===== config.mk =====
export PLATFORM = sky130hd
export DESIGN_NAME = hci_h4_deframer
export DESIGN_NICKNAME = d
export VERILOG_FILES = /design/src/rtl/hhd_pkg.sv /design/src/rtl/hhd_frame.sv /design/src/rtl/hhd_out_stage.sv /design/src/rtl/hci_h4_deframer.sv
export SDC_FILE = /design/constraint.sdc
export NUM_CORES = 1
export LEC_CHECK = 0
export ABC_AREA = 1
export CORE_ASPECT_RATIO = 0.9
export CORE_UTILIZATION = 45
export DETAILED_ROUTE_END_ITERATION = 7
export DONT_BUFFER_PORTS = 1
export PLACE_DENSITY = 0.58
export SYNTH_ARGS = -nofsm -noshare
export SYNTH_HDL_FRONTEND = slang
export SYNTH_HIERARCHICAL = 1
export SYNTH_SLANG_ARGS = --single-unit
export TNS_END_PERCENT = 50

===== constraint.sdc =====
create_clock -name i_clk -period 5.1 [get_ports i_clk]
set_input_delay 0.51 -clock i_clk [delete_from_list [all_inputs] [get_ports i_clk]]
set_output_delay 0.51 -clock i_clk [all_outputs]
set_load 0.05 [all_outputs]

===== src/rtl/hhd_pkg.sv =====
`default_nettype none

package hhd_pkg;

    localparam int BYTE_W = 8;
    localparam int TYPE_W = 3;
    localparam int LEN_W  = 16;
    localparam int POS_W  = 17;
    localparam int HDR_W  = 3;

    // action codes
    localparam logic ACT_BYTE  = 1'b0;
    localparam logic ACT_FLUSH = 1'b1;

    // H4 packet indicators
    localparam logic [TYPE_W-1:0] PKT_NONE = 3'd0;
    localparam logic [TYPE_W-1:0] PKT_CMD  = 3'd1;
    localparam logic [TYPE_W-1:0] PKT_ACL  = 3'd2;
    localparam logic [TYPE_W-1:0] PKT_SCO  = 3'd3;
    localparam logic [TYPE_W-1:0] PKT_EVT  = 3'd4;
    localparam logic [TYPE_W-1:0] PKT_ISO  = 3'd5;

    localparam logic [HDR_W-1:0] HDR_LEN_EVT   = 3'd3;
    localparam logic [HDR_W-1:0] HDR_LEN_SHORT = 3'd4;
    localparam logic [HDR_W-1:0] HDR_LEN_LONG  = 3'd5;

    // byte positions within a frame
    localparam logic [POS_W-1:0] POS_TYPE  = 17'd0;
    localparam logic [POS_W-1:0] POS_1     = 17'd1;
    localparam logic [POS_W-1:0] POS_2     = 17'd2;
    localparam logic [POS_W-1:0] POS_3     = 17'd3;
    localparam logic [POS_W-1:0] POS_4     = 17'd4;
    localparam logic [POS_W-1:0] POS_5     = 17'd5;
    localparam logic [POS_W-1:0] POS_6     = 17'd6;
    localparam logic [POS_W-1:0] POS_7     = 17'd7;
    localparam logic [POS_W-1:0] POS_MASK  = 17'd9;
    localparam logic [POS_W-1:0] MIN_FEAT_TOTAL = 17'd17;

    // Command Complete pattern for the sync train feature fixup
    localparam logic [BYTE_W-1:0] FEAT_B1 = 8'h0e;
    localparam logic [BYTE_W-1:0] FEAT_B4 = 8'h04;
    localparam logic [BYTE_W-1:0] FEAT_B5 = 8'h10;
    localparam logic [BYTE_W-1:0] FEAT_B6 = 8'h00;
    localparam logic [BYTE_W-1:0] FEAT_B7 = 8'h02;
    localparam int                FEAT_BIT = 2;

    // hardware error event: 04 10 01
    localparam logic [BYTE_W-1:0] HWERR_B0 = 8'h04;
    localparam logic [BYTE_W-1:0] HWERR_B1 = 8'h10;
    localparam logic [BYTE_W-1:0] HWERR_B2 = 8'h01;

    typedef struct packed {
        logic                forwarded;
        logic [BYTE_W-1:0]   out_byte;
        logic [TYPE_W-1:0]   packet_type;
        logic                last_byte;
        logic                controller_reset;
        logic                feature_masked;
        logic                resync_drop;
    } t_result;

    function automatic logic [HDR_W-1:0] header_len(input logic [TYPE_W-1:0] t);
        logic [HDR_W-1:0] h;
        h = HDR_LEN_SHORT;
        if (t == PKT_EVT) begin
            h = HDR_LEN_EVT;
        end else if (t == PKT_ACL || t == PKT_ISO) begin
            h = HDR_LEN_LONG;
        end
        return h;
    endfunction

endpackage

`default_nettype wire


===== src/rtl/hhd_frame.sv =====
`default_nettype none

module hhd_frame (
    input  wire logic                   i_clk,
    input  wire logic                   i_rst_n,
    input  wire logic                   i_step,
    input  wire logic                   i_action,
    input  wire logic [7:0]             i_byte,
    output hhd_pkg::t_result            o_result
);
    import hhd_pkg::*;

    logic [POS_W-1:0]  r_pos,  n_pos;
    logic [TYPE_W-1:0] r_type, n_type;
    logic [LEN_W-1:0]  r_len,  n_len;
    logic              r_feat, n_feat;
    logic              r_hw,   n_hw;

    logic [HDR_W-1:0]  w_hdr;
    logic [POS_W-1:0]  w_pos_inc;
    logic [POS_W-1:0]  w_total;
    logic              w_last;
    t_result           w_res;

    always_comb begin
        n_pos     = r_pos;
        n_type    = r_type;
        n_len     = r_len;
        n_feat    = r_feat;
        n_hw      = r_hw;
        w_res     = '0;
        w_hdr     = header_len(r_type);
        w_pos_inc = r_pos + POS_W'(1);
        w_total   = '0;
        w_last    = 1'b0;

        if (i_action == ACT_FLUSH) begin
            n_pos  = '0;
            n_type = PKT_NONE;
            n_len  = '0;
            n_feat = 1'b0;
            n_hw   = 1'b0;
        end else if (r_pos == POS_TYPE) begin
            if (i_byte < BYTE_W'(PKT_CMD) || i_byte > BYTE_W'(PKT_ISO)) begin
                w_res.resync_drop = 1'b1;
            end else begin
                n_type = i_byte[TYPE_W-1:0];
                n_len  = '0;
                n_feat = 1'b1;
                n_hw   = (i_byte == HWERR_B0);
                n_pos  = POS_1;
                w_res.forwarded   = 1'b1;
                w_res.out_byte    = i_byte;
                w_res.packet_type = i_byte[TYPE_W-1:0];
            end
        end else begin
            // length field
            if (r_type == PKT_EVT) begin
                if (r_pos == POS_2) begin
                    n_len = LEN_W'(i_byte);
                end
            end else if (r_pos == POS_3) begin
                n_len = LEN_W'(i_byte);
            end else if (r_pos == POS_4 && (r_type == PKT_ACL || r_type == PKT_ISO)) begin
                n_len = {i_byte, r_len[7:0]};
            end

            // pattern tracking
            if (r_pos == POS_1) begin
                if (i_byte != FEAT_B1)  n_feat = 1'b0;
                if (i_byte != HWERR_B1) n_hw   = 1'b0;
            end else if (r_pos == POS_2) begin
                if (i_byte != HWERR_B2) n_hw   = 1'b0;
            end else if (r_pos == POS_4) begin
                if (i_byte != FEAT_B4)  n_feat = 1'b0;
            end else if (r_pos == POS_5) begin
                if (i_byte != FEAT_B5)  n_feat = 1'b0;
            end else if (r_pos == POS_6) begin
                if (i_byte != FEAT_B6)  n_feat = 1'b0;
            end else if (r_pos == POS_7) begin
                if (i_byte != FEAT_B7)  n_feat = 1'b0;
            end

            w_total = POS_W'(w_hdr) + POS_W'(n_len);

            w_res.forwarded   = 1'b1;
            w_res.out_byte    = i_byte;
            w_res.packet_type = r_type;

            if (r_pos == POS_MASK && n_feat && w_total >= MIN_FEAT_TOTAL
                && i_byte[FEAT_BIT]) begin
                w_res.out_byte[FEAT_BIT] = 1'b0;
                w_res.feature_masked     = 1'b1;
            end

            w_last = (w_pos_inc >= POS_W'(w_hdr)) && (w_pos_inc == w_total);

            if (w_last) begin
                w_res.last_byte        = 1'b1;
                w_res.controller_reset = n_hw;
                n_pos  = '0;
                n_type = PKT_NONE;
                n_len  = '0;
                n_feat = 1'b0;
                n_hw   = 1'b0;
            end else begin
                n_pos = w_pos_inc;
            end
        end
    end

    always_ff @(posedge i_clk) begin
        if (!i_rst_n) begin
            r_pos  <= '0;
            r_type <= PKT_NONE;
            r_len  <= '0;
            r_feat <= 1'b0;
            r_hw   <= 1'b0;
        end else if (i_step) begin
            r_pos  <= n_pos;
            r_type <= n_type;
            r_len  <= n_len;
            r_feat <= n_feat;
            r_hw   <= n_hw;
        end
    end

    assign o_result = w_res;

endmodule

`default_nettype wire


===== src/rtl/hhd_out_stage.sv =====
`default_nettype none

module hhd_out_stage (
    input  wire logic                   i_clk,
    input  wire logic                   i_rst_n,
    input  wire logic                   i_valid,
    output logic                        o_take,
    input  wire hhd_pkg::t_result       i_result,
    output logic                        o_valid,
    input  wire logic                   i_ready,
    output hhd_pkg::t_result            o_result
);
    import hhd_pkg::*;

    logic    r_valid;
    t_result r_result;

    assign o_take = i_valid && (!r_valid || i_ready);

    always_ff @(posedge i_clk) begin
        if (!i_rst_n) begin
            r_valid <= 1'b0;
        end else if (o_take) begin
            r_valid <= 1'b1;
        end else if (i_ready) begin
            r_valid <= 1'b0;
        end
    end

    always_ff @(posedge i_clk) begin
        if (o_take) begin
            r_result <= i_result;
        end
    end

    assign o_valid  = r_valid;
    assign o_result = r_result;

endmodule

`default_nettype wire


===== src/rtl/hci_h4_deframer.sv =====
// H4 deframer for the controller-to-host direction: takes one byte (or a flush) per
// transaction and returns exactly one result per transaction, tagged with the frame's
// packet type, an end-of-frame mark, a hardware-error flag on the last byte of an
// 04 10 01 event, a flag when the sync train feature bit was cleared, and a drop flag for
// an unknown type byte at a frame start. Throughput is one transaction per clock while the
// result side is ready; from input acceptance to output valid a transaction goes through the
// input register, one pass of framing logic, and the output register. A flush returns an
// all-zero result and puts the framer back to waiting for a type byte.
`default_nettype none

module hci_h4_deframer (
    input  wire logic        i_clk,
    input  wire logic        i_rst_n,
    input  wire logic        i_in_valid,
    output logic             o_in_ready,
    input  wire logic        i_action,
    input  wire logic [7:0]  i_in_byte,
    output logic             o_out_valid,
    input  wire logic        i_out_ready,
    output logic             o_forwarded,
    output logic [7:0]       o_out_byte,
    output logic [2:0]       o_packet_type,
    output logic             o_last_byte,
    output logic             o_controller_reset,
    output logic             o_feature_masked,
    output logic             o_resync_drop
);
    import hhd_pkg::*;

    logic              r_in_valid;
    logic              r_action;
    logic [BYTE_W-1:0] r_byte;
    logic              w_take;
    t_result           w_res;
    t_result           w_out;

    assign o_in_ready = !r_in_valid || w_take;

    always_ff @(posedge i_clk) begin
        if (!i_rst_n) begin
            r_in_valid <= 1'b0;
        end else if (i_in_valid && o_in_ready) begin
            r_in_valid <= 1'b1;
        end else if (w_take) begin
            r_in_valid <= 1'b0;
        end
    end

    always_ff @(posedge i_clk) begin
        if (i_in_valid && o_in_ready) begin
            r_action <= i_action;
            r_byte   <= i_in_byte;
        end
    end

    hhd_frame u_frame (
        .i_clk    (i_clk),
        .i_rst_n  (i_rst_n),
        .i_step   (w_take),
        .i_action (r_action),
        .i_byte   (r_byte),
        .o_result (w_res)
    );

    hhd_out_stage u_out (
        .i_clk    (i_clk),
        .i_rst_n  (i_rst_n),
        .i_valid  (r_in_valid),
        .o_take   (w_take),
        .i_result (w_res),
        .o_valid  (o_out_valid),
        .i_ready  (i_out_ready),
        .o_result (w_out)
    );

    assign o_forwarded        = w_out.forwarded;
    assign o_out_byte         = w_out.out_byte;
    assign o_packet_type      = w_out.packet_type;
    assign o_last_byte        = w_out.last_byte;
    assign o_controller_reset = w_out.controller_reset;
    assign o_feature_masked   = w_out.feature_masked;
    assign o_resync_drop      = w_out.resync_drop;

    a_hwerr_on_last: assert property (@(posedge i_clk) disable iff (!i_rst_n)
        o_out_valid && o_controller_reset |-> o_last_byte && o_forwarded)
        else $error("controller reset flag off the last byte");

    a_mask_clears_bit: assert property (@(posedge i_clk) disable iff (!i_rst_n)
        o_out_valid && o_feature_masked |-> o_forwarded && !o_out_byte[FEAT_BIT])
        else $error("masked byte still has feature bit set");

    a_drop_clean: assert property (@(posedge i_clk) disable iff (!i_rst_n)
        o_out_valid && o_resync_drop |-> !o_forwarded && o_packet_type == PKT_NONE)
        else $error("dropped byte carries frame data");

    a_stall_only_full: assert property (@(posedge i_clk) disable iff (!i_rst_n)
        !o_in_ready |-> r_in_valid && o_out_valid && !i_out_ready)
        else $error("input stalled without downstream backpressure");

endmodule

`default_nettype wire


==> results.md <==
- Switching part of the total power: 29.1%
- Final setup margin: approximately 700 ps
- Die Area: 12,200 µm²
- Ant diodes: 0
- Mapped Area: 5290 µm²
- TritonCTS clock tree: done
- Detail Placement HPWL: 11.6 mm
- Multi-input gate area: 3200 µm²
- First-pass GRT wire length: 24.5 mm
- Root buf cell: clkbuf_16
- Max Cap Viol: 0
- Reg clk slew, reported paths: 60 ps
- Non-filler instance count after layout: between 900 and 1,000
- ANT nets after route: 0
- Slowest stage cell on the critical path: dfxtp_1
- Final core utilization: 49.3%
- Critical path required time: 5330 ps
- Pre-CTS setup slack: 774 ps
- Setup TNS: 0 ps
- FF-to-FF setup slack: 700 ps
- Drt drc: 0
- P_int: 0.000954 W
- CP max FO: 36
- Fillers: 1,213
- Placed Cells: 900
- Hold Crit Endpoint: r_byte[3]
- Post-synth EDFFs: 25
- PortBufs: 0
- Initial DRC count: 361
- Vias in the first global route: 4,672
- Cells after Synth: 766
- GRT Residual Overflow: 0
- Simple-gate portion of the synthesized area: between 40% and 50%
- Register area share after synthesis: between 20% and 30%
- Worst-skew pair later-pin latency: 350 ps
- Fin crit share: 86.3%
- Fin nets: just under 800
- R2R depth: 28
- CTS resizes: 0
- Clock share of power: 44.7%
- Clock Sinks: 65
- Register area: between 1500 and 2000 µm²
- Detailed-route via count: around 5,000
- Initial Utilization: 46.3%
- Placer's final routability congestion estimate: 0.864
- Fmax: 227 MHz
- VDD IR max: 0.186 mV
- Sw Pwr: 0.000392 W
- Cell variety after synth: 48
- Critical path's most frequent cell: nand2_1
- Share of cells above drive strength 1: 13.4%
- Pwr/cell area: between 200 and 250 nW/µm²
- Syn Nets: 789
- FFs w/ async S/R, synth: 0%
- Largest net degree at the start of global routing: 42
- Row cnt: 37
- Largest family of logic cells by synthesized area: simple AND/OR/NAND/NOR gates
- Critical path's largest stage delay: 480 ps
- HP Class: input port to flip-flop
- DIE WIDTH: approximately 120 µm
- CORE AREA: 11,400 µm²
- Register bit total from synthesis: 65
- Post-Synth Adder-Cell Area: 2.37%
- Xor and xnor area share after synthesis: about 2.5%
- Die Y: about 100 µm
- Worst-Margin Slew: 1170 ps
- Post-route cell area: ~5600 µm²
- Critical R2R Capture: u_frame/r_type[0]
- Combinational share of power: 10.7%
- Max Clock Skew: 9.37 ps
- Initial DRT Pass Iterations: 5
- Outcome: finished, final reports clean
- Met3 wire len: around 1.1 mm
- WL final: between 15 and 20 mm
- Routed WL per cell: 16.6 µm
- Initial antenna violation count: 0
- CP Launch Type: flip-flop
- Final hold violations: 0
- Slew headroom: about 22%
- Reg2reg start: u_frame/r_pos[0]
- Ys flop type: dfxtp_1
- Final min period: between 4000 and 5000 ps
- Total CTS buffers: 9
- Sequential Power Share: 44.5%
- Mux contribution to synthesized area: less than 1%
- Critical path class: flip-flop to flip-flop
- Vias/cell: 5.51
- Htree depth: 3
- LEAKAGE: between 2 and 2.5 nW
- Arr. time, crit path: 4630 ps
- WL met1: just over 7 mm
- Unrepaired setup endpoints after global routing: no
- Max Slew Vio Count: 0
- Area grow syn2layout: 6.62%
- Setup violators final: 0
- Post-CTS Setup Inserts: 0
- Crit end category: flip-flop
- Post-CTS Hold Buffers: 0
- WL met2: about 6.7 mm
- Top Ports: 31
- Compound-Gate Fraction of Synth Area: under 10%
- Hold path start: i_in_byte[3]
- Clock buffer depth: 2
- Mapped Avg Cell Area: 6.90 µm²
- Area after DPL: 5350 µm²
- Hold path depth: 0
- Yosys warnings: 6
- Top Layer Used: met4
- Total GRT Usage: 26.6%
Yosys cell counts (2+ instances only):
library cell	count	area share [%]
a211oi_1	3	0.43
a21oi_1	47	4.4
a21oi_2	2	0.33
and2_1	2	0.24
and3_1	2	0.24
buf_2	6	0.57
buf_4	2	0.28
buf_8	3	0.85
clkbuf_1	12	0.85
clkinv_1	3	0.21
dfxtp_1	40	15
edfxtp_1	25	14
ha_1	10	2.4
inv_1	91	6.5
inv_2	8	0.57
mux2i_1	2	0.38
nand2_1	182	13
nand2_2	19	2.2
nand2_4	5	1.1
nand3_1	76	7.2
nand3_2	13	2.5
nand3b_1	5	0.71
nand4_1	59	7.0
nor2_1	60	4.3
nor2_2	13	1.5
nor2_4	9	1.9
nor2_8	6	2.3
nor3_1	14	1.3
nor3b_1	2	0.28
nor4_1	6	0.71
o2111ai_1	2	0.33
o21ai_0	5	0.47
o21ai_1	4	0.38
xor2_1	14	2.3
how the worst max path moves through the flow:
| stage | end | start | cells after the start |
|---|---|---|---|
| after floorplan | u_frame/r_pos[7] | u_frame/r_pos[0] | 29 |
| after global placement | u_frame/r_type[0] | u_frame/r_pos[0] | 28 |
| after detailed placement | u_frame/r_type[0] | u_frame/r_pos[0] | 28 |
| after CTS | u_frame/r_type[0] | u_frame/r_pos[0] | 28 |
| after global routing | u_frame/r_type[0] | u_frame/r_pos[0] | 28 |
| final | u_frame/r_type[0] | u_frame/r_pos[0] | 28 |
layout make-up:
class                           count  area share (%)
Multi-Input combinational cell    574            56.7
Sequential cell                    65            27.5
Inverter                          102            6.79
Clock buffer                       11            4.48
Tap cell                          156            3.46
Clock inverter                      5           0.688
Timing Repair Buffer                3           0.399
per-stage QoR:
step	power (W)	hold slack, ps
after floorplan	0.000715	445
after global placement	0.000750	453
after detailed placement	0.000753	462
after CTS	0.00136	244
after global routing	0.00139	241
final	0.00135	254
critical path: cells and delay by family (launching register included):
family | cells | cell delay [ps]
buffers and inverters | 4 | 360
AO/OA/AOI/OAI | 1 | 280
adder cells (fa/ha/maj) | 2 | 590
flip-flops | 1 | 480
AND/OR/NAND/NOR | 20 | 2400
multiplexers | 1 | 180
cell usage in the layout, fill, tap and decap left out, drive strengths merged, types with 2 or more instances in the layout:
master and count:
xor2 14, inv 100, o21ai 9, o2111ai 2, nand2 207, nand3 90, ha 10, nand4 60
nor3b 2, and2 2, nor4 6, nor3 14, a21oi 50, a211oi 3, nand3b 5, mux2i 2
clkbuf 11, buf 3, clkinv 5, dfxtp 40, nor2 88, and3 2, edfxtp 25, clkinvlp 2
cell families after synthesis:
group	after synthesis
and+or+nand+nor	477
buffers and inverters	127
AOI/OAI and AO/OA	69
DFF	65
xor gates and xnor gates	15
adders and majority gates	10
muxes	3
flip-flops by register name, summed over array words and instances (netlist names):
| name | count |
|---|---|
| u_frame/r_pos | 17 |
| u_frame/r_len | 16 |
| u_out/o_result | 16 |
| r_byte | 8 |
| u_frame/r_type | 3 |
| r_action | 1 |
| r_in_valid | 1 |
| u_frame/r_feat | 1 |
| u_frame/r_hw | 1 |
| u_out/o_valid | 1 |
power by group through the flow:
stage | Combinational (W) | Sequential [W] | Clock [W]
6_report | 0.000144 | 0.000599 | 0.000602
5_1_grt | 0.000159 | 0.000601 | 0.000632
4_1_cts | 0.000144 | 0.000599 | 0.000616
3_5_place_dp | 0.000143 | 0.000610 | 0
3_3_place_gp | 0.000141 | 0.000610 | 0
2_1_floorplan | 0.000112 | 0.000603 | 0
layer usage:
layer  vias to the layer above  global-route usage (%)
li1                       2545                       -
met1                      2317                    37.9
met2                       171                    39.9
met3                        18                    5.45
met4                         0                    8.06
met5                         -                       0
Power figures use the tool's default switching activity.
